`src/rtl/bca_pkg.sv`:
```
// Package for the bitmap contiguous allocator: field widths, request codes and states.
// Used by the allocator top level and by its assertion checker.
package bca_pkg;

	localparam int POOL_ENTRIES_DEF = 256;
	localparam int WORD_W = 8;
	localparam int BIT_W = $clog2(WORD_W);
	localparam int REQ_W = 2;
	localparam int SIDX_W = 8;
	localparam int CNT_W = 9;
	localparam logic [CNT_W-1:0] ENTRIES_RESET = 9'd256;

	typedef enum logic [REQ_W-1:0] {
		REQ_FIND = 2'd0,
		REQ_TAKE = 2'd1,
		REQ_FREE = 2'd2
	} req_t;

	typedef enum logic [1:0] {
		ST_CLEAR,
		ST_IDLE,
		ST_SCAN,
		ST_FINISH
	} state_t;

endpackage

```
`src/rtl/bitmap_contiguous_allocator.sv`:
```
// Bitmap first-fit run allocator with take, free and find requests.
// Depends on bca_pkg for widths, request codes and sequencer states.
// A request is taken only in the idle state and in_stall stays high until its result is loaded,
// so a new request is not accepted before the last one is through; a stalled result holds the
// next one in ST_FINISH. One row-scan unit visits one 8-entry bitmap row per cycle.
// Reset: asynchronous, active low; a clearing pass then writes ceil(POOL_ENTRIES/8)
// rows (32 at default) while in_stall stays high; configuration writes are taken throughout.
module bitmap_contiguous_allocator #(
	parameter int POOL_ENTRIES = bca_pkg::POOL_ENTRIES_DEF
) (
	input  logic                       clk,
	input  logic                       arst_n,
	input  logic                       cfg_wr_en,
	input  logic [bca_pkg::CNT_W-1:0]  cfg_wr_data,
	input  logic                       in_valid,
	output logic                       in_stall,
	input  logic [bca_pkg::REQ_W-1:0]  req_type,
	input  logic [bca_pkg::SIDX_W-1:0] start_index,
	input  logic [bca_pkg::CNT_W-1:0]  run_length,
	output logic                       out_valid,
	input  logic                       out_stall,
	output logic                       found,
	output logic [bca_pkg::SIDX_W-1:0] found_index,
	output logic [bca_pkg::CNT_W-1:0]  free_count,
	output logic                       need_compaction
);
	import bca_pkg::*;

	localparam int ROWS = (POOL_ENTRIES + WORD_W - 1) / WORD_W;
	localparam int ROW_W = (ROWS > 1) ? $clog2(ROWS) : 1;
	localparam int RC_W = ROW_W + 1;
	localparam int IDX_W = ROW_W + BIT_W;
	localparam int CMP_W = ((IDX_W > CNT_W + 1) ? IDX_W : CNT_W + 1) + 1;

	logic [WORD_W-1:0] map_mem [ROWS];

	state_t state_q, state_d;
	logic [RC_W-1:0] row_q, row_d;
	logic issue, wr_en, acc_in, out_load;
	logic [ROW_W-1:0] waddr;
	logic [WORD_W-1:0] wdata, row_new;
	logic rd_v_s1;
	logic [ROW_W-1:0] prow_s1;
	logic [WORD_W-1:0] rd_s1;

	logic [CNT_W-1:0] entries_q;
	req_t req_q;
	logic mod_q, set_q;
	logic [CMP_W-1:0] start_q, end_q;
	logic [CNT_W-1:0] len_q, n_q, n_cur;
	logic [RC_W-1:0] nrows_q;
	logic [CNT_W:0] nrows_sum;

	logic [CNT_W-1:0] run_q, run_d, hidx_q, hidx_d, free_q, free_d;
	logic hit_q, hit_d;

	logic fits;
	logic [CNT_W-1:0] where;

	logic out_valid_q, found_q, need_q;
	logic [SIDX_W-1:0] found_index_q;
	logic [CNT_W-1:0] free_count_q;

	assign acc_in = (state_q == ST_IDLE) && in_valid;
	assign n_cur = (CMP_W'(entries_q) < CMP_W'(POOL_ENTRIES)) ? entries_q
		: CNT_W'(POOL_ENTRIES);
	assign nrows_sum = {1'b0, n_cur} + (CNT_W + 1)'(WORD_W - 1);

	always_ff @(posedge clk or negedge arst_n) begin
		if (!arst_n) begin
			entries_q <= ENTRIES_RESET;
		end else if (cfg_wr_en) begin
			entries_q <= cfg_wr_data;
		end
	end

	always_ff @(posedge clk or negedge arst_n) begin
		if (!arst_n) begin
			state_q <= ST_CLEAR;
			row_q <= '0;
			rd_v_s1 <= 1'b0;
		end else begin
			state_q <= state_d;
			row_q <= row_d;
			rd_v_s1 <= issue;
		end
	end

	always_comb begin
		state_d = state_q;
		row_d = row_q;
		issue = 1'b0;
		wr_en = 1'b0;
		waddr = prow_s1;
		wdata = row_new;
		out_load = 1'b0;
		in_stall = 1'b1;
		case (state_q)
			ST_CLEAR: begin
				wr_en = 1'b1;
				waddr = row_q[ROW_W-1:0];
				wdata = '0;
				row_d = row_q + 1'b1;
				if (row_q == RC_W'(ROWS - 1)) begin
					row_d = '0;
					state_d = ST_IDLE;
				end
			end
			ST_IDLE: begin
				in_stall = 1'b0;
				row_d = '0;
				if (in_valid) begin
					state_d = ST_SCAN;
				end
			end
			ST_SCAN: begin
				if (row_q < nrows_q) begin
					issue = 1'b1;
					row_d = row_q + 1'b1;
				end
				if (rd_v_s1 && mod_q) begin
					wr_en = 1'b1;
				end
				if ((row_q == nrows_q) && !rd_v_s1) begin
					state_d = ST_FINISH;
				end
			end
			ST_FINISH: begin
				if (!out_valid_q || !out_stall) begin
					out_load = 1'b1;
					state_d = ST_IDLE;
				end
			end
			default: begin
				state_d = ST_IDLE;
			end
		endcase
	end

	always_ff @(posedge clk) begin
		if (issue) begin
			prow_s1 <= row_q[ROW_W-1:0];
			rd_s1 <= map_mem[row_q[ROW_W-1:0]];
		end
		if (wr_en) begin
			map_mem[waddr] <= wdata;
		end
	end

	always_ff @(posedge clk) begin
		if (acc_in) begin
			req_q <= req_t'(req_type);
			mod_q <= (req_t'(req_type) == REQ_TAKE) || (req_t'(req_type) == REQ_FREE);
			set_q <= (req_t'(req_type) == REQ_TAKE);
			start_q <= CMP_W'(start_index);
			end_q <= CMP_W'(start_index) + CMP_W'(run_length);
			len_q <= run_length;
			n_q <= n_cur;
			nrows_q <= RC_W'(nrows_sum >> BIT_W);
		end
	end

	always_comb begin
		logic [CMP_W-1:0] idx;
		logic managed;
		logic in_span;
		logic [CNT_W-1:0] run;
		logic hit;
		logic [CNT_W-1:0] hidx;
		logic [CNT_W-1:0] fcnt;
		run = run_q;
		hit = hit_q;
		hidx = hidx_q;
		fcnt = free_q;
		row_new = rd_s1;
		for (int k = 0; k < WORD_W; k++) begin
			idx = CMP_W'({prow_s1, BIT_W'(k)});
			managed = idx < CMP_W'(n_q);
			in_span = (idx >= start_q) && (idx < end_q);
			if (managed && in_span && mod_q) begin
				row_new[k] = set_q;
			end
			if (managed && !row_new[k]) begin
				fcnt = fcnt + 1'b1;
			end
			if (managed && !hit) begin
				if (row_new[k]) begin
					run = '0;
				end else begin
					run = run + 1'b1;
					if (run == len_q) begin
						hit = 1'b1;
						hidx = idx[CNT_W-1:0];
					end
				end
			end
		end
		run_d = run;
		hit_d = hit;
		hidx_d = hidx;
		free_d = fcnt;
	end

	always_ff @(posedge clk) begin
		if (acc_in) begin
			run_q <= '0;
			hit_q <= 1'b0;
			hidx_q <= '0;
			free_q <= '0;
		end else if (rd_v_s1) begin
			run_q <= run_d;
			hit_q <= hit_d;
			hidx_q <= hidx_d;
			free_q <= free_d;
		end
	end

	assign fits = hit_q || (len_q == '0);
	assign where = (len_q == '0) ? '0 : (hidx_q + 1'b1 - len_q);

	always_ff @(posedge clk or negedge arst_n) begin
		if (!arst_n) begin
			out_valid_q <= 1'b0;
		end else if (out_load) begin
			out_valid_q <= 1'b1;
		end else if (!out_stall) begin
			out_valid_q <= 1'b0;
		end
	end

	always_ff @(posedge clk) begin
		if (out_load) begin
			found_q <= (req_q == REQ_FIND) && fits;
			found_index_q <= ((req_q == REQ_FIND) && fits) ? where[SIDX_W-1:0] : '0;
			free_count_q <= free_q;
			need_q <= (free_q >= len_q) && !fits;
		end
	end

	assign out_valid = out_valid_q;
	assign found = found_q;
	assign found_index = found_index_q;
	assign free_count = free_count_q;
	assign need_compaction = need_q;

endmodule

```
`config.mk`:
```
export PLATFORM = sky130hd
export DESIGN_NAME = bitmap_contiguous_allocator
export DESIGN_NICKNAME = d
export VERILOG_FILES = /design/src/rtl/bca_pkg.sv /design/src/rtl/bitmap_contiguous_allocator.sv
export SDC_FILE = /design/constraint.sdc
export NUM_CORES = 1
export LEC_CHECK = 0
export ABC_CLOCK_PERIOD_IN_PS = 11450
export BUFFER_PORTS_ARGS = -buffer_cell sky130_fd_sc_hd__buf_2
export CAP_MARGIN = 20
export CORE_UTILIZATION = 25
export CTS_BUF_LIST = sky130_fd_sc_hd__clkbuf_4 sky130_fd_sc_hd__clkbuf_8
export DETAILED_ROUTE_END_ITERATION = 7
export GPL_TIMING_DRIVEN = 0
export PLACE_DENSITY = 0.48
export SLEW_MARGIN = 10
export SYNTH_ARGS = -nofsm -noshare
export SYNTH_HDL_FRONTEND = slang
export SYNTH_SLANG_ARGS = --single-unit
```
`constraint.sdc`:
```
create_clock -name clk -period 11.45 [get_ports clk]
set_input_delay 0.5725 -clock clk [delete_from_list [all_inputs] [get_ports clk]]
set_output_delay 0.5725 -clock clk [all_outputs]
set_load 0.02 [all_outputs]
```
Word level (Yosys, flattened, before mapping). Memory sizes are Yosys's and may differ from the RTL's. A register that Yosys moved wholly into a read port is not among the register bits. Cells that the tools add are included.

Register bits: 118. RAM bits: 256. Bits of input ports: 33. Output and inout bits: 21. Memories: 1.

Memories: map_mem (depth 32, bits a word 8, read ports 1, clocked after memory_dff 1, wr ports 1, RTL line bitmap_contiguous_allocator.sv:35) `logic [WORD_W-1:0] map_mem [ROWS];`.

Add/sub/neg operators: 21. $lt $le $gt $ge: 27. Equality and inequality tests: 21. Muxes and demuxes: 102. Bitwise operators: 1. Reduce and logical (&&, ||, !) cells: 75.

Operators by type and width (count): 2-to-1 mux 9 bit (49); adder 9 x 1 -> 9 bit (second input constant) (16); less-than comparator 8 x 11 -> 1 bit (8); == test 9 bit (8); less-than comparator 8 x 9 -> 1 bit (8); greater-or-equal comparator 8 bit (8); logical AND 1 bit (45); 2-to-1 mux 1 bit (42); zero test 1 bit (20); one-hot mux 6 bit (3 select lines) (1); 2-to-1 mux 6 bit (2); adder 8 x 9 -> 10 bit (1); != test 2 bit (second input constant) (5); adder 9 x 3 -> 9 bit (second input constant) (1); greater-or-equal comparator 9 bit (1); zero test 9 bit (1); less-than comparator 9 bit (second input constant) (1); adder 8 x 1 -> 8 bit (second input constant) (1); 2-to-1 mux 2 bit (4); 2-to-1 mux 8 bit (1); one-hot mux 2 bit (4 select lines) (1); subtractor 8 bit (1); adder 6 x 1 -> 6 bit (second input constant) (1); == test 2 bit (second input constant) (3); other kinds (14) (18).

Depth between registers and ports, before layout.
Depth in word-level cells: 36. Depth in mapped cells: 53. Depth with buffers taken out: 46.

Worst setup path before layout. OpenSTA, ideal clock, no wires.

Path kind: flip-flop to flip-flop. Start point: reg prow_s1[4]. End point: reg hidx_q[3]. Library setup time: 0.070 ns. Arrival time: 10.430 ns. Setup slack: 0.950 ns. Stages on the path, launching flop included: 46. Clock period less this slack: 10.500 ns. Cell sequence: edfxtp_1 -> ha_1 -> or3b_1 -> or3_1 -> buf_2 -> o32a_1 -> buf_2 -> a21boi_1 -> or2_1 -> a22o_1 -> ha_1 -> buf_1 -> inv_1 -> nor3_1 -> a41o_1 -> o211ai_1 -> or4_1 -> o2bb2ai_1 -> [10 not listed] -> o211ai_1 -> buf_2 -> a21oi_1 -> a21oi_1 -> ha_1 -> nand3_2 -> nor4_4 -> xnor2_1 -> a2111o_1 -> o21ai_4 -> o21ai_1 -> a21boi_1 -> a211o_1 -> a211o_1 -> a2111oi_2 -> a31oi_1 -> or3_1 -> a21oi_1.

Word-level cells in the longest chain between the ends: 36. Elaborated cells between the ends (all ways): 142.

RTL lines: from (decl) (RTL line bitmap_contiguous_allocator.sv:43) `logic [ROW_W-1:0] prow_s1;`; from (signal assigned) (RTL line bitmap_contiguous_allocator.sv:142) `prow_s1 <= row_q[ROW_W-1:0];`; parallel branches: the longest is 35 deep, another holds less-than comparator 8 x 11 -> 1 bit; 2-to-1 mux 9 bit (*) (RTL line bitmap_contiguous_allocator.sv:186) `if (managed && !hit) begin`; to (signal assigned) (RTL line bitmap_contiguous_allocator.sv:213) `hidx_q <= hidx_d;`; to (decl) (RTL line bitmap_contiguous_allocator.sv:54) `logic [CNT_W-1:0] run_q, run_d, hidx_q, hidx_d, free_q, free_d;`.

Mark *: on every way between the ends. A chain may end at the register's enable or synchronous reset.

Worst setup path after layout.
Start point: reg prow_s1[4]. End point: reg hidx_q[6].

Same word-level chain as after synthesis.

==> impl_metrics.csv <==
group,metric,value,unit
critical_path,worstSetupEndpointType,"register",
global_routing,antenna_found_initial,3,
layout,mostFrequentLayoutCell,"edfxtp_1",
floorplanning,die_h,305,um
routing,drc,0,
global_routing,overflow,0,
layout,area_growth,19.0,%
floorplanning,start_util,25.3,%
status,status,"finished clean",
power_and_ir_drop,p_leak,9.19,nW
power_and_ir_drop,power_density,322,nW/um^2
timing,hold_violations,0,
logic_synthesis,ys.warnings.count,0,
logic_synthesis,synth_cell_type_count,121,
critical_path,path_delay_family,"compound AO/OA/AOI/OAI gates",
run,max-cap-violations,0,
global_routing,grt_pass1_vias,17600,
critical_path,critPathSlowestCell,"or4b_4",
logic_synthesis,synthFlopType,"edfxtp_1",
floorplanning,die_w,305,um
logic_synthesis,syn-cell-area,22900,um^2
min_path,hp-class,"in2reg",
layout,nets,2278,
place,hpwl,54700,um
routing,dr.pass1.iters,5,
timing,maxSlewHeadroom,19.0,%
routing,wl_per_cell,21.8,um
floorplanning,rows,110,
global_routing,grt_pass1_wl,111000,um
layout,layout_common_cells,"edfxtp_1, nand2_1, nor2_1, xnor2_1, a21oi_1",
critical_path,path_buf_inv,6,
timing,fin_setup_tns,0,ps
floorplanning,die_area,92800,um^2
clock_network,clock_latency,620,ps
global_routing,grt_use_total,15.7,%
logic_synthesis,synthCells,1988,
timing,finalClockSkew,26.5,ps
logic_synthesis,ys_ff_latch,380,
routing,viasPerCell,5.16,
clock_network,root_buffer,"clkbuf_8",
timing,slew_violations,0,
power_and_ir_drop,peakVddDrop,179,uV
clock_network,cts_made_buffers,68,
timing,setup_viol,0,
logic_synthesis,synth_edf_count,334,
routing,drt-total-wl,74100,um
clock_network,clk_path_buf_depth,3,
floorplanning,ios,54,
clock_network,htreeDepth,3,
logic_synthesis,syn_area_per_cell,11.5,um^2
critical_path,path_class,"reg2reg",
timing,whs,157,ps
timing,fin_ws,275,ps
logic_synthesis,synth-async-reset-ratio,5.00,%
global_routing,grt_max_degree,56,
timing,finalCriticalPeriod,11170,ps
logic_synthesis,ys_seq_area_share,48.3,%
place,port_buffers,53,
floorplanning,core_area,90400,um^2
routing,vias,17500,
clock_network,cts_tree,"built",
logic_synthesis,synth_fp_nets,2099,
timing,max_freq,89.5,MHz
place,place.gp.congestion,0.927,
critical_path,startpoint_type,"register",
critical_path,crit_arrival,11640,ps
layout,drive_gt1_share,21.7,%
place,dp_slack,-1690,ps
clock_network,clock_sink_count,380,
routing,drtIter0Drc,1273,
clock_network,path_clk_slew,60,ps
routing,ant_nets,0,
critical_path,cp_max_fo,10,
timing,period_share,97.6,%
critical_path,critical_path_required,11920,ps
timing,tightest_slew,1180,ps
critical_path,slowest_delay,590,ps
## logic make-up (layout without fill, tap and decap cells)
kind of cell / Yosys count / after routing / synth area share [%]
DFF: 380 / 380 / 48.3
and+or+nand+nor: 638 / 638 / 14.3
adders and majority gates: 79 / 79 / 4.37
buffers and inverters: 167 / 398 / 2.89
other: 0 / 1 / 0
xor gates and xnor gates: 157 / 157 / 6.25
muxes: 133 / 133 / 10.3
AOI/OAI and AO/OA: 434 / 434 / 13.7
## cell usage after synthesis (8+ instances only)
cell       count  area share (%)
edfxtp_1     334              44
nand2_1      151             2.5
nor2_1       151             2.5
xnor2_1      111             4.2
a21oi_1       93             2.0
inv_1         81             1.3
mux4_2        80             7.9
ha_1          76             4.2
o21ai_0       72             1.6
nand3_1       65             1.4
clkbuf_1      56            0.92
nor3_1        48             1.0
xor2_1        42             1.6
mux2i_1       29             1.3
nand4_1       28            0.77
dfxtp_1       27             2.4
nor2b_1       26            0.71
and3_1        24            0.66
mux2_2        24             1.2
or3_1         24            0.66
and2_1        23            0.63
o211ai_1      23            0.75
a211oi_1      22            0.72
a31oi_1       20            0.55
dfrtp_1       18             2.0
o31ai_1       17            0.56
a21o_1        15            0.49
nand2b_1      14            0.38
nor4_1        14            0.38
buf_1         12            0.20
a211o_1       10            0.38
o21a_1        10            0.33
a22oi_1        9            0.30
buf_2          9            0.20
o22ai_1        9            0.25
and4_1         8            0.31
o2111ai_1      8            0.31
## worst paths after layout
check,slack (ps),to,depth (start not counted),start
setup / recovery,280,hidx_q[6]$_SDFFE_PP0P_,40,prow_s1[4]$_DFFE_PP_
hold / removal,160,len_q[7]$_DFFE_PP_,1,run_length[7]
setup reg to reg,280,hidx_q[6]$_SDFFE_PP0P_,40,prow_s1[4]$_DFFE_PP_
hold reg to reg,500,free_count[8]$_DFFE_PP_,0,free_q[8]$_SDFFE_PP0P_
max in group asynchronous,10540,state_q[0]$_DFFE_PN0P_,2,arst_n
min in group asynchronous,540,row_q[1]$_DFFE_PN0P_,2,arst_n
## layout make-up
cell class / instances / area, um^2
Inverter: 86 / 323
Multi-Input combinational cell: 1441 / 11900
Sequential cell: 380 / 11000
Buffer: 78 / 353
Fill cell: 9190 / 63200
Tap cell: 1176 / 1470
Clock buffer: 92 / 1120
Timing Repair Buffer: 112 / 776
Antenna cell: 1 / 2.50
Clock inverter: 30 / 243
## report_power, final
part / switching (mW) / leakage [nW] / internal, mW
logic: 3.39 / 4.96 / 2.02
registers: 0.146 / 3.51 / 1.92
clock network: 0.574 / 0.719 / 0.713
total: 4.11 / 9.19 / 4.66
## timing repair
item,CTS,global route
pin swaps,22,32
setup buffers,25,26
gates resized for setup,56,81
endpoints found under the hold margin,18,0
hold buffers,1,0
setup endpoints to repair,18,18
## state kept, by name (all words and copies together), names as in the netlist, 8 cells and up
register,count
free_count,9
n_q,9
map_mem,256
start_q,8
end_q,10
run_q,9
found_index,8
hidx_q,8
entries_q,9
free_q,9
len_q,9
rd_s1,8
## per-stage QoR
step           power [mW]  util, %  cells  instance area, um^2
2_1_floorplan        5.58        -   1988                22900
6_report             8.76     30.1   3396                27200
4_1_cts              8.56     29.5   3370                26700
5_1_grt              9.37     30.1   3396                27200
3_3_place_gp         6.90     27.2   3217                24600
3_5_place_dp         7.02     27.4   3224                24800
## metal layers
layer,global-route usage (%),up-vias,part of all wire (%)
met5,0,-,0.011
li1,-,8040,-
met3,2.49,153,5.4
met1,19.4,8763,41
met2,27.0,555,49
met4,6.84,2,4.3
Note: power is estimated with default switching activity, not from simulation.
